[src/mrc_pkg.sv]
// mrc_pkg: shared types and constants for the meeting room counter
// no dependencies; compiled first
`default_nettype none

package mrc_pkg;

  localparam int unsigned DataW  = 32;
  localparam int unsigned RoomsW = 9;

  typedef enum logic [3:0] {
    MRC_IDLE,
    MRC_CHK_ROOT,
    MRC_POP_LAST,
    MRC_SD_L,
    MRC_SD_R,
    MRC_SD_RC,
    MRC_PUSH_INIT,
    MRC_SU_P,
    MRC_SU_C,
    MRC_DONE
  } mrc_state_e;

  typedef struct packed {
    logic                     first_of_set;
    logic signed [DataW-1:0]  start_time;
    logic signed [DataW-1:0]  end_time;
  } mrc_req_t;

  typedef struct packed {
    logic [RoomsW-1:0] rooms_needed;
    logic              overflow;
  } mrc_res_t;

endpackage

`default_nettype wire

[src/mrc_seq.sv]
// mrc_seq: sequencer that pops and pushes the end-time heap with one shared comparator
// depends on mrc_pkg; drives the write and read ports of mrc_ram
`default_nettype none

module mrc_seq #(
  parameter int unsigned HeapDepth = 256,
  localparam int unsigned AddrW = $clog2(HeapDepth),
  localparam int unsigned CntW  = $clog2(HeapDepth + 1)
) (
  input  wire logic              clk_i,
  input  wire logic              rst_ni,
  input  wire logic              req_valid_i,
  output      logic              req_ready_o,
  input  wire mrc_pkg::mrc_req_t req_i,
  output      logic              res_valid_o,
  input  wire logic              res_ready_i,
  output      mrc_pkg::mrc_res_t res_o,
  output      logic              wr_en_o,
  output      logic [AddrW-1:0]  wr_addr_o,
  output      logic [mrc_pkg::DataW-1:0] wr_data_o,
  output      logic              rd_en_o,
  output      logic [AddrW-1:0]  rd_addr_o,
  input  wire logic [mrc_pkg::DataW-1:0] rd_data_i
);
  import mrc_pkg::*;

  // child index math needs room for 2*pos+2
  localparam int unsigned IdxW = AddrW + 2;

  mrc_state_e state_q, state_d;
  logic [CntW-1:0]         count_q, count_d;
  logic                    ovf_q, ovf_d;
  logic signed [DataW-1:0] start_q, start_d;
  logic signed [DataW-1:0] end_q, end_d;
  logic signed [DataW-1:0] v_q, v_d;
  logic signed [DataW-1:0] bestv_q, bestv_d;
  logic                    best_l_q, best_l_d;
  logic [AddrW-1:0]        pos_q, pos_d;

  logic signed [DataW-1:0] cmp_a, cmp_b;
  logic                    lt;
  logic [IdxW-1:0]         l_idx, r_idx, cnt_ext;
  logic [AddrW-1:0]        par_idx;

  assign l_idx   = {1'b0, pos_q, 1'b1};
  assign r_idx   = l_idx + IdxW'(1);
  assign cnt_ext = IdxW'(count_q);
  assign par_idx = AddrW'((pos_q - AddrW'(1)) >> 1);

  // the single signed comparator, operands picked by state
  always_comb begin
    cmp_a = v_q;
    cmp_b = v_q;
    unique case (state_q)
      MRC_CHK_ROOT: begin
        cmp_a = start_q;
        cmp_b = $signed(rd_data_i);
      end
      MRC_SD_R: begin
        cmp_a = $signed(rd_data_i);
        cmp_b = v_q;
      end
      MRC_SD_RC: begin
        cmp_a = $signed(rd_data_i);
        cmp_b = bestv_q;
      end
      MRC_SU_C: begin
        cmp_a = v_q;
        cmp_b = $signed(rd_data_i);
      end
      default: begin
        cmp_a = v_q;
        cmp_b = v_q;
      end
    endcase
  end

  assign lt = cmp_a < cmp_b;

  always_ff @(posedge clk_i or negedge rst_ni) begin
    if (!rst_ni) begin
      state_q <= MRC_IDLE;
      count_q <= '0;
      ovf_q   <= 1'b0;
    end else begin
      state_q <= state_d;
      count_q <= count_d;
      ovf_q   <= ovf_d;
    end
  end

  always_ff @(posedge clk_i) begin
    start_q  <= start_d;
    end_q    <= end_d;
    v_q      <= v_d;
    bestv_q  <= bestv_d;
    best_l_q <= best_l_d;
    pos_q    <= pos_d;
  end

  always_comb begin
    state_d     = state_q;
    count_d     = count_q;
    ovf_d       = ovf_q;
    start_d     = start_q;
    end_d       = end_q;
    v_d         = v_q;
    bestv_d     = bestv_q;
    best_l_d    = best_l_q;
    pos_d       = pos_q;
    req_ready_o = 1'b0;
    res_valid_o = 1'b0;
    wr_en_o     = 1'b0;
    wr_addr_o   = pos_q;
    wr_data_o   = v_q;
    rd_en_o     = 1'b0;
    rd_addr_o   = '0;

    unique case (state_q)
      MRC_IDLE: begin
        req_ready_o = 1'b1;
        if (req_valid_i) begin
          start_d = req_i.start_time;
          end_d   = req_i.end_time;
          ovf_d   = 1'b0;
          if (req_i.first_of_set) begin
            count_d = '0;
          end
          rd_en_o   = 1'b1;
          rd_addr_o = '0;
          state_d   = MRC_CHK_ROOT;
        end
      end
      MRC_CHK_ROOT: begin
        // pop when start is at or after the smallest end
        if (count_q != '0 && !lt) begin
          rd_en_o   = 1'b1;
          rd_addr_o = AddrW'(count_q - CntW'(1));
          state_d   = MRC_POP_LAST;
        end else begin
          state_d = MRC_PUSH_INIT;
        end
      end
      MRC_POP_LAST: begin
        v_d     = $signed(rd_data_i);
        count_d = count_q - CntW'(1);
        pos_d   = '0;
        state_d = MRC_SD_L;
      end
      MRC_SD_L: begin
        if (l_idx < cnt_ext) begin
          rd_en_o   = 1'b1;
          rd_addr_o = AddrW'(l_idx);
          state_d   = MRC_SD_R;
        end else begin
          wr_en_o = 1'b1;
          state_d = MRC_PUSH_INIT;
        end
      end
      MRC_SD_R: begin
        best_l_d = lt;
        bestv_d  = lt ? $signed(rd_data_i) : v_q;
        if (r_idx < cnt_ext) begin
          rd_en_o   = 1'b1;
          rd_addr_o = AddrW'(r_idx);
          state_d   = MRC_SD_RC;
        end else if (lt) begin
          wr_en_o   = 1'b1;
          wr_data_o = rd_data_i;
          pos_d     = AddrW'(l_idx);
          state_d   = MRC_SD_L;
        end else begin
          wr_en_o = 1'b1;
          state_d = MRC_PUSH_INIT;
        end
      end
      MRC_SD_RC: begin
        // equal children keep the left one, equal to parent stays put
        if (lt) begin
          wr_en_o   = 1'b1;
          wr_data_o = rd_data_i;
          pos_d     = AddrW'(r_idx);
          state_d   = MRC_SD_L;
        end else if (best_l_q) begin
          wr_en_o   = 1'b1;
          wr_data_o = bestv_q;
          pos_d     = AddrW'(l_idx);
          state_d   = MRC_SD_L;
        end else begin
          wr_en_o = 1'b1;
          state_d = MRC_PUSH_INIT;
        end
      end
      MRC_PUSH_INIT: begin
        if (count_q == CntW'(HeapDepth)) begin
          ovf_d   = 1'b1;
          state_d = MRC_DONE;
        end else begin
          v_d     = end_q;
          pos_d   = AddrW'(count_q);
          state_d = MRC_SU_P;
        end
      end
      MRC_SU_P: begin
        if (pos_q == '0) begin
          wr_en_o = 1'b1;
          count_d = count_q + CntW'(1);
          state_d = MRC_DONE;
        end else begin
          rd_en_o   = 1'b1;
          rd_addr_o = par_idx;
          state_d   = MRC_SU_C;
        end
      end
      MRC_SU_C: begin
        if (lt) begin
          wr_en_o   = 1'b1;
          wr_data_o = rd_data_i;
          pos_d     = par_idx;
          state_d   = MRC_SU_P;
        end else begin
          wr_en_o = 1'b1;
          count_d = count_q + CntW'(1);
          state_d = MRC_DONE;
        end
      end
      MRC_DONE: begin
        res_valid_o = 1'b1;
        if (res_ready_i) begin
          state_d = MRC_IDLE;
        end
      end
      default: begin
        state_d = MRC_IDLE;
      end
    endcase
  end

  assign res_o.rooms_needed = RoomsW'(count_q);
  assign res_o.overflow     = ovf_q;

endmodule

`default_nettype wire

[config.mk]
export PLATFORM = sky130hd
export DESIGN_NAME = mrc_seq
export DESIGN_NICKNAME = d
export VERILOG_FILES = /design/src/mrc_pkg.sv /design/src/mrc_seq.sv
export SDC_FILE = /design/constraint.sdc
export NUM_CORES = 1
export LEC_CHECK = 0
export BUFFER_PORTS_ARGS = -buffer_cell sky130_fd_sc_hd__buf_4
export CELL_PAD_IN_SITES_DETAIL_PLACEMENT = 1
export CELL_PAD_IN_SITES_GLOBAL_PLACEMENT = 1
export CORE_MARGIN = 2
export CORE_UTILIZATION = 35
export DETAILED_ROUTE_END_ITERATION = 12
export GPL_TIMING_DRIVEN = 1
export PLACE_DENSITY = 0.67
export SETUP_SLACK_MARGIN = 0.3
export SLEW_MARGIN = 40
export SYNTH_ARGS = -nofsm -noshare
export SYNTH_HDL_FRONTEND = slang
export SYNTH_SLANG_ARGS = --single-unit
[constraint.sdc]
create_clock -name clk_i -period 7.6 [get_ports clk_i]
set_input_delay 0.76 -clock clk_i [delete_from_list [all_inputs] [get_ports clk_i]]
set_output_delay 0.76 -clock clk_i [all_outputs]
set_load 0.1 [all_outputs]
# [Word-level counts from Yosys, hierarchy flattened]
# Index checks and enable logic that the tools add are counted.
[word_totals] n_memories=0 out_inout_bits=62 input_bits=101 reg_bits=151 ramBits=0 mem_bits_ro=0 elab_cells=108 latch_bits=0
[classes] multipliers=0 n_mux=53 n_shift=0 bitwise_logic=0 magnitude_cmp=3 n_reduce_logical=18 addsub=4 eq_ne=21 n_div=0
[op_table] op="case mux 32 bit (2 select lines)" count=3
[op_table] op="2-to-1 mux 32 bit" count=5
[op_table] op="case mux 32 bit (3 select lines)" count=1
[op_table] op="2-to-1 mux 8 bit" count=9
[op_table] op="case mux 4 bit (10 select lines)" count=1
[op_table] op="case mux 8 bit (5 select lines)" count=1
[op_table] op="2-to-1 mux 9 bit" count=4
[op_table] op="case mux 9 bit (4 select lines)" count=1
[op_table] op="less-than comparator 32 bit" count=1
[op_table] op="case mux 8 bit (4 select lines)" count=1
[op_table] op="inequality test 2 bit (second input constant)" count=10
[op_table] op="== test 4 x 3 -> 1 bit (second input constant)" count=4
[op_table] op="2-to-1 mux 4 bit" count=4
[op_table] op="2-to-1 mux 3 bit" count=5
[op_table] op="2-to-1 mux 1 bit" count=13
[op_table] op="adder 9 x 1 -> 10 bit (second input constant)" count=1
[op_table] op="less-than comparator 10 x 9 -> 1 bit" count=1
[op_table] op="adder 9 x 1 -> 9 bit (second input constant)" count=1
[op_table] op="== test 9 bit (second input constant)" count=1
[op_table] op="less-than comparator 9 bit" count=1
[op_table] op="nonzero test 9 bit" count=1
[op_table] op="subtractor 9 x 1 -> 9 bit (second input constant)" count=1
[op_table] op="== test 4 x 2 -> 1 bit (second input constant)" count=2
[op_table] op="== test 4 bit (second input constant)" count=2
[op_table] op="other kinds (20)" count=25

# [Depth between registers and ports, before layout]
# Gate-level depths: netlist (run 1).
[depth] word_depth=8 ltp_mapped=20 ltp_nobuf=15

# [Worst setup path after synthesis (run 1)]
# Ideal clock, no wire load.
[synth_path] path_kind="register to output" start="register state_q[3]" end="output port rd_addr_o[5]" slack_ps=655 n_path_buf=2 t_required_ps=6840 path_stages_with_launch=9 t_arrival_ps=6185 path_cell_list="dfrtp_1 -> buf_6 -> nand2b_4 -> buf_6 -> nor3_1 -> nand2_1 -> a21oi_2 -> a21oi_1 -> o21ai_0"
[synth_between] elab_chain_cells=8 word_cells_on_any_way=15 classes_between="1 x order compare; 6 x eq/ne; 4 x mux; 4 x reduce/logical"
[synth_lines] item="start, declared" line="mrc_seq.sv:30" rtl="mrc_state_e state_q, state_d;"
[synth_lines] item="start signal, assigned" line="mrc_seq.sv:86" rtl="state_q <= state_d;"
[synth_lines] item="== test 4 x 3 -> 1 bit (tied with other cells)" line="mrc_seq.sv:54" rtl="unique case (state_q)"
[synth_lines] item="OR reduction 2 bit (no line)"
[synth_lines] item="case mux 32 bit (2 select lines)" line="mrc_seq.sv:54"
[synth_lines] item="less-than comparator 32 bit" line="mrc_seq.sv:78" rtl="assign lt = cmp_a < cmp_b;"
[synth_lines] item="logical NOT 1 bit" line="mrc_seq.sv:136" rtl="if (count_q != '0 && !lt) begin"
[synth_lines] item="logical AND 1 bit" line="mrc_seq.sv:136"
[synth_lines] item="2-to-1 mux 8 bit" line="mrc_seq.sv:136"
[synth_lines] item="case mux 8 bit (4 select lines) (*)" line="mrc_seq.sv:119" rtl="unique case (state_q)"
[synth_lines] item="end, declared" line="mrc_seq.sv:22" rtl="output logic [AddrW-1:0] rd_addr_o,"
# Mark *: on every way between the ends. The rest lies on a longest branch, timed or not.

# [Worst setup path after layout (run 1)]
[layout_path] start="register state_q[1]" end="output port wr_data_o[31] in the netlist's numbering"
[layout_between] elab_chain_cells=7 word_cells_on_any_way=13 classes_between="1 x order compare; 4 x eq/ne; 6 x mux; 2 x reduce/logical"
[layout_lines] item="== test 4 x 3 -> 1 bit (tied with other cells)" line="mrc_seq.sv:54, mrc_seq.sv:119"
[layout_lines] item="OR reduction 2 bit (no line)"
[layout_lines] item="case mux 32 bit (2 select lines)" line="mrc_seq.sv:54"
[layout_lines] item="less-than comparator 32 bit" line="mrc_seq.sv:78"
[layout_lines] item="2-to-1 mux 32 bit" line="mrc_seq.sv:167, mrc_seq.sv:216"
[layout_lines] item="2-to-1 mux 32 bit" line="mrc_seq.sv:163" rtl="if (r_idx < cnt_ext) begin"
[layout_lines] item="case mux 32 bit (3 select lines) (*)" line="mrc_seq.sv:119"
[layout_lines] item="end, declared" line="mrc_seq.sv:20" rtl="output logic [mrc_pkg::DataW-1:0] wr_data_o,"
# Marks and branches as above.

==> results.txt, run 1 <==
# diodes: 0
Inserted Clock Buffers: 17
most frequent cells in the layout: buf_4 (177), edfxtp_1 (137), nand2_1 (90)
Die ar.: 28200 sq um
number of synthesized flops with an enable pin: 137
clk slew on worst S/H paths: 80 ps
fraction of layout instances using a drive strength above 1: 0.297
# DRC: 0
placed cell areas: 11000 sq um
final setup TNS: 0 ps
initial core utilization: 0.353
final setup vio count: 0
post-layout util: 0.435
Setup Skew: 18.2 ps
CP endpoint kind: primary output
Pre-antenna DRT Iters: 9
WL per Instance: 23.0 um
Final Hold Vio Count: 0
GRT Total Usage: 0.221
initial antenna violation count: 0
Synth warnings: 0
Yosys cell types: 63
first-pass GRT wire length: 48.5 mm
most common cell after layout, fill and taps aside: buf_4
fraction of registers with async set/reset: 0.0927
Worst setup SP type: register
Skew-Pair Late Insertion Delay: 440 ps
Buffers on Ports: 162
Die W: 168 um
num ports: 163
clock period minus worst slack: 6930 ps
Slew Viols, Final: 0
Worst-Margin Slew: 779 ps
max cap viols: 0
status: completed
via count: 7840
critical-path maximum fanout: 35
sequential-to-total area share from yosys stat: 0.475
gr ovfl total: 0
CTS tree: yes
largest net degree at the start of global routing: 66
RePlAce Congestion: 0.885
Final WS setup: 669 ps
Critical Path RT: 6840 ps
unrepaired setup endpoints after global routing: no
Hold Crit Class: in2async
post-synthesis register bit count: 151
Slew HR: 0.481
Final Cell Area: 11600 sq um
number of placement rows: 60
Area Growth Syn to Fin: 23.2%
vias in the first global route: 8421
Crit Path Class: reg2out
clock sinks: 151
Die Ht: 168 um
Syn Area/Cell: 11.1 sq um
Clock Path Buffers: 2
Post-Syn Nets: 1003
Clk Tree Root Cell: clkbuf_16
Synth Instances: 849
count of hold-fix buffers inserted at cts: 0
final WL: 30.9 mm
Core ar.: 26700 sq um
DP HPWL: 21.0 mm
Peak Freq: 0.144 GHz
Synth Flop Type: edfxtp_1
H-tree depth: 4
Nets: 1142
arrival time at the worst endpoint: 6170 ps
Routed Antenna Nets: 0
Post-Syn Area: 9410 sq um
Starting DRT DRC Count: 797
vias per cell: 5.84
DP Worst Slack: 1030 ps
Tcrit/Tclk final: 0.912
[worst max-delay path, stage by stage, from the launching register on]
cell and delay (ps):
dfrtp_2 570, nand2b_1 400, nor3_2 270, buf_4 490, nor2_2 220, buf_4 300, nand2_1 110, nand2_1 70
ha_1 320, nand4_1 210, nor4_1 400, nor3b_1 260, o41a_1 190, o31a_2 500, and3_1 300, buf_4 430
a22o_1 240, a21o_1 140, buf_4 300
[flip-flops by register name (all words and copies together), names as in the netlist]
register	count
v_q	32
state_q	4
best_l_q	1
ovf_q	1
wr_addr_o	8
start_q	32
bestv_q	32
end_q	32
count_q	9
[path summary, 6_finish.rpt]
kind	start	to	slack, ps	cells after the start
max	state_q[1]$_DFFE_PN0P_	wr_data_o[31]	670	18
min	rst_ni	state_q[3]$_DFFE_PN0P_	170	1
max reg2reg	state_q[1]$_DFFE_PN0P_	count_q[5]$_DFFE_PN0P_	1680	17
min reg2reg	end_q[4]$_DFFE_PP_	v_q[4]$_DFFE_PP_	550	1
max in group asynchronous	rst_ni	state_q[1]$_DFFE_PN0P_	7200	1
min in group clk_i	req_i[6]	end_q[6]$_DFFE_PP_	490	1
[cell type report]
type,instances,area (sq um)
Clock buffer,17,425
Sequential cell,151,4470
Tap cell,341,427
Timing Repair Buffer,180,1370
Inverter,22,82.6
Clock inverter,15,198
Fill cell,2911,15100
Multi-Input combinational cell,616,4620
[through the flow]
| stage | hold WS (ps) | std cells |
|---|---|---|
| 3_3_place_gp | 526 | 1308 |
| 6_report | 174 | 1342 |
| 4_1_cts | 176 | 1342 |
| 5_1_grt | 184 | 1342 |
| 2_1_floorplan | 464 | 849 |
| 3_5_place_dp | 533 | 1310 |
[routing by layer]
layer	up-vias	track usage	wire [um]
met1	3896	0.289	13600
met3	41	0.0331	1660
li1	3615	-	-
met4	0	0.0756	582
met5	-	0	0
met2	288	0.375	15000
[kinds of logic (layout without fill, tap and decap cells)]
family / after synthesis / after routing / share of synthesized area
XOR/XNOR: 20 / 20 / 0.0186
AND/OR/NAND/NOR: 216 / 216 / 0.109
adder cells (fa/ha/maj): 53 / 53 / 0.0705
buffers and inverters: 82 / 234 / 0.0408
multiplexers: 68 / 68 / 0.0810
flip-flops: 151 / 151 / 0.475
AO/OA/AOI/OAI: 259 / 259 / 0.205
[synthesized netlist by cell type, types with 2 or more instances]
library cell    n  area, sq um
o21a_1          3         22.5
buf_2           7         35.0
nand4_1         9         56.3
nand3_1        16         80.1
or2_2           2         12.5
a22o_1         34          298
nand2b_1        7         43.8
mux2i_1         3         30.0
nor2_1         38          143
a31oi_1         4         25.0
o211ai_1        5         37.5
or3_1           2         12.5
nor2b_1         8         50.1
nor3_1         20          100
o31a_1          3         26.3
buf_6           7         78.8
o22ai_1         2         12.5
mux2_2         65          732
nor4_1          8         50.1
a21oi_1        34          170
o32ai_1         3         26.3
a221o_1         5         50.1
nand2_1        90          338
xnor2_1        13          114
a221oi_1        6         52.6
inv_1          22         82.6
o31ai_1         3         22.5
clkbuf_1       41          154
dfrtp_1        14          350
edfxtp_1      137         4110
buf_4           4         30.0
a22oi_1        33          248
and3_1          4         25.0
a222oi_1       32          320
o21ai_0        36          180
nor3b_1         3         22.5
xor2_1          7         61.3
a211oi_1        2         15.0
a21boi_0        3         22.5
ha_1           53          663
a21o_1         39          293
[timing repair]
action	CTS	global route
gates resized for setup	0	2
buffers inserted	0	0
endpoints found under the setup margin	0	41
Power of run 1 is not shown: default switching activity piles up to over one toggle a cycle in this logic, so the estimate is an artifact.
==> run 2, diff against run 1 <==
--- a/config.mk
+++ b/config.mk
@@ -12,5 +12,4 @@
 export CORE_UTILIZATION = 35
 export DETAILED_ROUTE_END_ITERATION = 12
-export GPL_TIMING_DRIVEN = 1
 export PLACE_DENSITY = 0.67
 export SETUP_SLACK_MARGIN = 0.3
==> constraint.sdc (replaced) <==
create_clock -name clk_i -period 7.6 [get_ports clk_i]
set_input_delay 1.9 -clock clk_i [delete_from_list [all_inputs] [get_ports clk_i]]
set_output_delay 1.9 -clock clk_i [all_outputs]
set_load 0.1 [all_outputs]
==> run 2 against run 1 <==
Design area up 0.28%. Global-route usage rose by 0.20 points. Clock skew shrank 2.7 ps. Critical endpoint is now wr_data_o[2]. Largest cell class unchanged.
==> results.txt, run 2 (same netlist as run 1, synthesis figures left out) <==
Die W: 168 um (unchanged)
critical-path maximum fanout: 16 (was 35)
Starting DRT DRC Count: 814 (was 797)
worst-path cell chain: buf_4, a222oi_1, ha_1, a21oi_1, o21ai_0, a211oi_1, buf_4, mux2i_1, o31a_4, and3_1, buf_4, nor2_4, buf_4, a21o_1, buf_4 (was nand2b_1, nor3_2, buf_4, nor2_2, buf_4, nand2_1, nand2_1, ha_1, nand4_1, nor4_1, nor3b_1, o41a_1, o31a_2, and3_1, buf_4, a22o_1, a21o_1, buf_4)
most used cell, CP: buf_4 (unchanged)
gr ovfl total: 0 (unchanged)
final setup vio count: 0 (unchanged)
Clk Tree Root Cell: clkbuf_16 (unchanged)
fraction of layout instances using a drive strength above 1: 0.304 (was 0.297)
# diodes: 0 (unchanged)
Die ar.: 28200 sq um (unchanged)
vias per cell: 5.90 (was 5.84)
Core ar.: 26700 sq um (unchanged)
Inserted Clock Buffers: 17 (unchanged)
clock period minus worst slack: 7060 ps (was 6930 ps)
number of placement rows: 60 (unchanged)
Slew Viols, Final: 0 (unchanged)
DP HPWL: 20.8 mm (was 21.0 mm)
H-tree depth: 4 (unchanged)
unrepaired setup endpoints after global routing: no (unchanged)
Pre-antenna DRT Iters: 8 (was 9)
count of hold-fix buffers inserted at cts: 0 (unchanged)
Skew-Pair Late Insertion Delay: 450 ps (was 440 ps)
Worst-Margin Slew: 841 ps (was 779 ps)
Die Ht: 168 um (unchanged)
Routed Antenna Nets: 0 (unchanged)
Buffers on Ports: 162 (unchanged)
Tcrit/Tclk final: 0.929 (was 0.912)
clock sinks: 151 (unchanged)
most common cell after layout, fill and taps aside: buf_4 (unchanged)
clk slew on worst S/H paths: 70 ps (was 80 ps)
Critical Path RT: 5700 ps (was 6840 ps)
RePlAce Congestion: 0.847 (was 0.885)
# DRC: 0 (unchanged)
most frequent cells in the layout: buf_4 (186), edfxtp_1 (137), nand2_1 (90) (was buf_4 (177), edfxtp_1 (137), nand2_1 (90))
Final Hold Vio Count: 0 (unchanged)
first-pass GRT wire length: 48.6 mm (was 48.5 mm)
final setup TNS: 0 ps (unchanged)
Hold Crit Class: reg2reg (was in2async)
max incr delay on CP: 310 ps (was 570 ps)
num ports: 163 (unchanged)
max cap viols: 0 (unchanged)
initial antenna violation count: 0 (unchanged)
Peak Freq: 0.142 GHz (was 0.144 GHz)
WL per Instance: 23.0 um (about the same)
Nets: 1149 (was 1142)
Slew HR: 0.435 (was 0.481)
CTS tree: yes (unchanged)
Setup Skew: 15.5 ps (was 18.2 ps)
initial core utilization: 0.353 (unchanged)
GRT Total Usage: 0.223 (was 0.221)
final WL: 31.1 mm (was 30.9 mm)
CP max-delay cell: ha_1 (was dfrtp_2)
status: completed (unchanged)
Clock Path Buffers: 2 (unchanged)
via count: 7953 (was 7840)
Crit Path Class: in2out (was reg2out)
CP endpoint kind: primary output (unchanged)
vias in the first global route: 8379 (was 8421)
arrival time at the worst endpoint: 5160 ps (was 6170 ps)
buffer count from post-CTS setup fixing: 0 (unchanged)
Worst setup SP type: input pin (was register)
Area Growth Syn to Fin: 23.5% (was 23.2%)
largest net degree at the start of global routing: 63 (was 66)
==> run 2: changes by cell type in the layout (fill, tap and decap cells not counted), moves of 2 or more <==
| cell | before | now |
|---|---|---|
| clkinv_4 | 3 | 1 |
| inv_6 | 1 | 3 |
| buf_8 | 2 | 0 |
| clkinvlp_4 | 0 | 2 |
| buf_4 | 177 | 186 |
==> run 2: area by class of cell <==
cell class	instances	area (sq um)
fillers	2891	15000
multi-input cells	616	4650
flip-flops and latches	151	4470
repair buffers	187	1410
clock buffers	18	429
well taps	341	427
clock inverters	14	155
inverters	22	82.6
==> run 2: through the flow <==
stage               cell area [sq um]  hold slack (ps)  instances   util  worst slack [ps]
floorplan                        9420              513        849      -              -350
global placement                11000              526       1317  0.412               498
detailed placement              11000              537       1317  0.413               473
CTS                             11600              553       1349  0.435               318
global route                    11600              567       1349  0.436               289
finish                          11600              551       1349  0.436               538
==> run 2: final timing paths <==
kind / startpoint / endpoint / slack (ps) / cells after the start
setup / recovery: rd_data_i[25] / wr_data_o[2] / 540 / 15
hold / removal: end_q[4]$_DFFE_PP_ / v_q[4]$_DFFE_PP_ / 550 / 1
setup reg to reg: state_q[2]$_DFFE_PN0P_ / count_q[0]$_DFFE_PN0P_ / 2860 / 15
hold reg to reg: end_q[4]$_DFFE_PP_ / v_q[4]$_DFFE_PP_ / 550 / 1
max in group asynchronous: rst_ni / state_q[0]$_DFFE_PN0P_ / 6080 / 1
min in group asynchronous: rst_ni / count_q[4]$_DFFE_PN0P_ / 1300 / 1
==> run 2: per-layer routing <==
| layer | GRT usage | vias up | share of wire |
|---|---|---|---|
| li1 | - | 3631 | - |
| met1 | 0.301 | 4018 | 0.45 |
| met2 | 0.375 | 273 | 0.49 |
| met3 | 0.0331 | 31 | 0.052 |
| met4 | 0.0594 | 0 | 0.016 |
| met5 | 0 | - | 0 |
==> run 2: what timing repair did <==
| action | CTS | global route |
|---|---|---|
| resized for setup | 1 | 5 |
| hold endpoints to repair | 0 | 0 |
| setup endpoints to repair | 38 | 41 |
==> run 2: worst max-delay path, delay by kind of cell <==
family / cells / cell delay [ps]
multiplexers: 1 / 270
buffers and inverters: 5 / 1010
adder cells (fa/ha/maj): 1 / 310
AO/OA/AOI/OAI: 6 / 1390
AND/OR/NAND/NOR: 2 / 270
Power of run 2 is left out for the same reason.
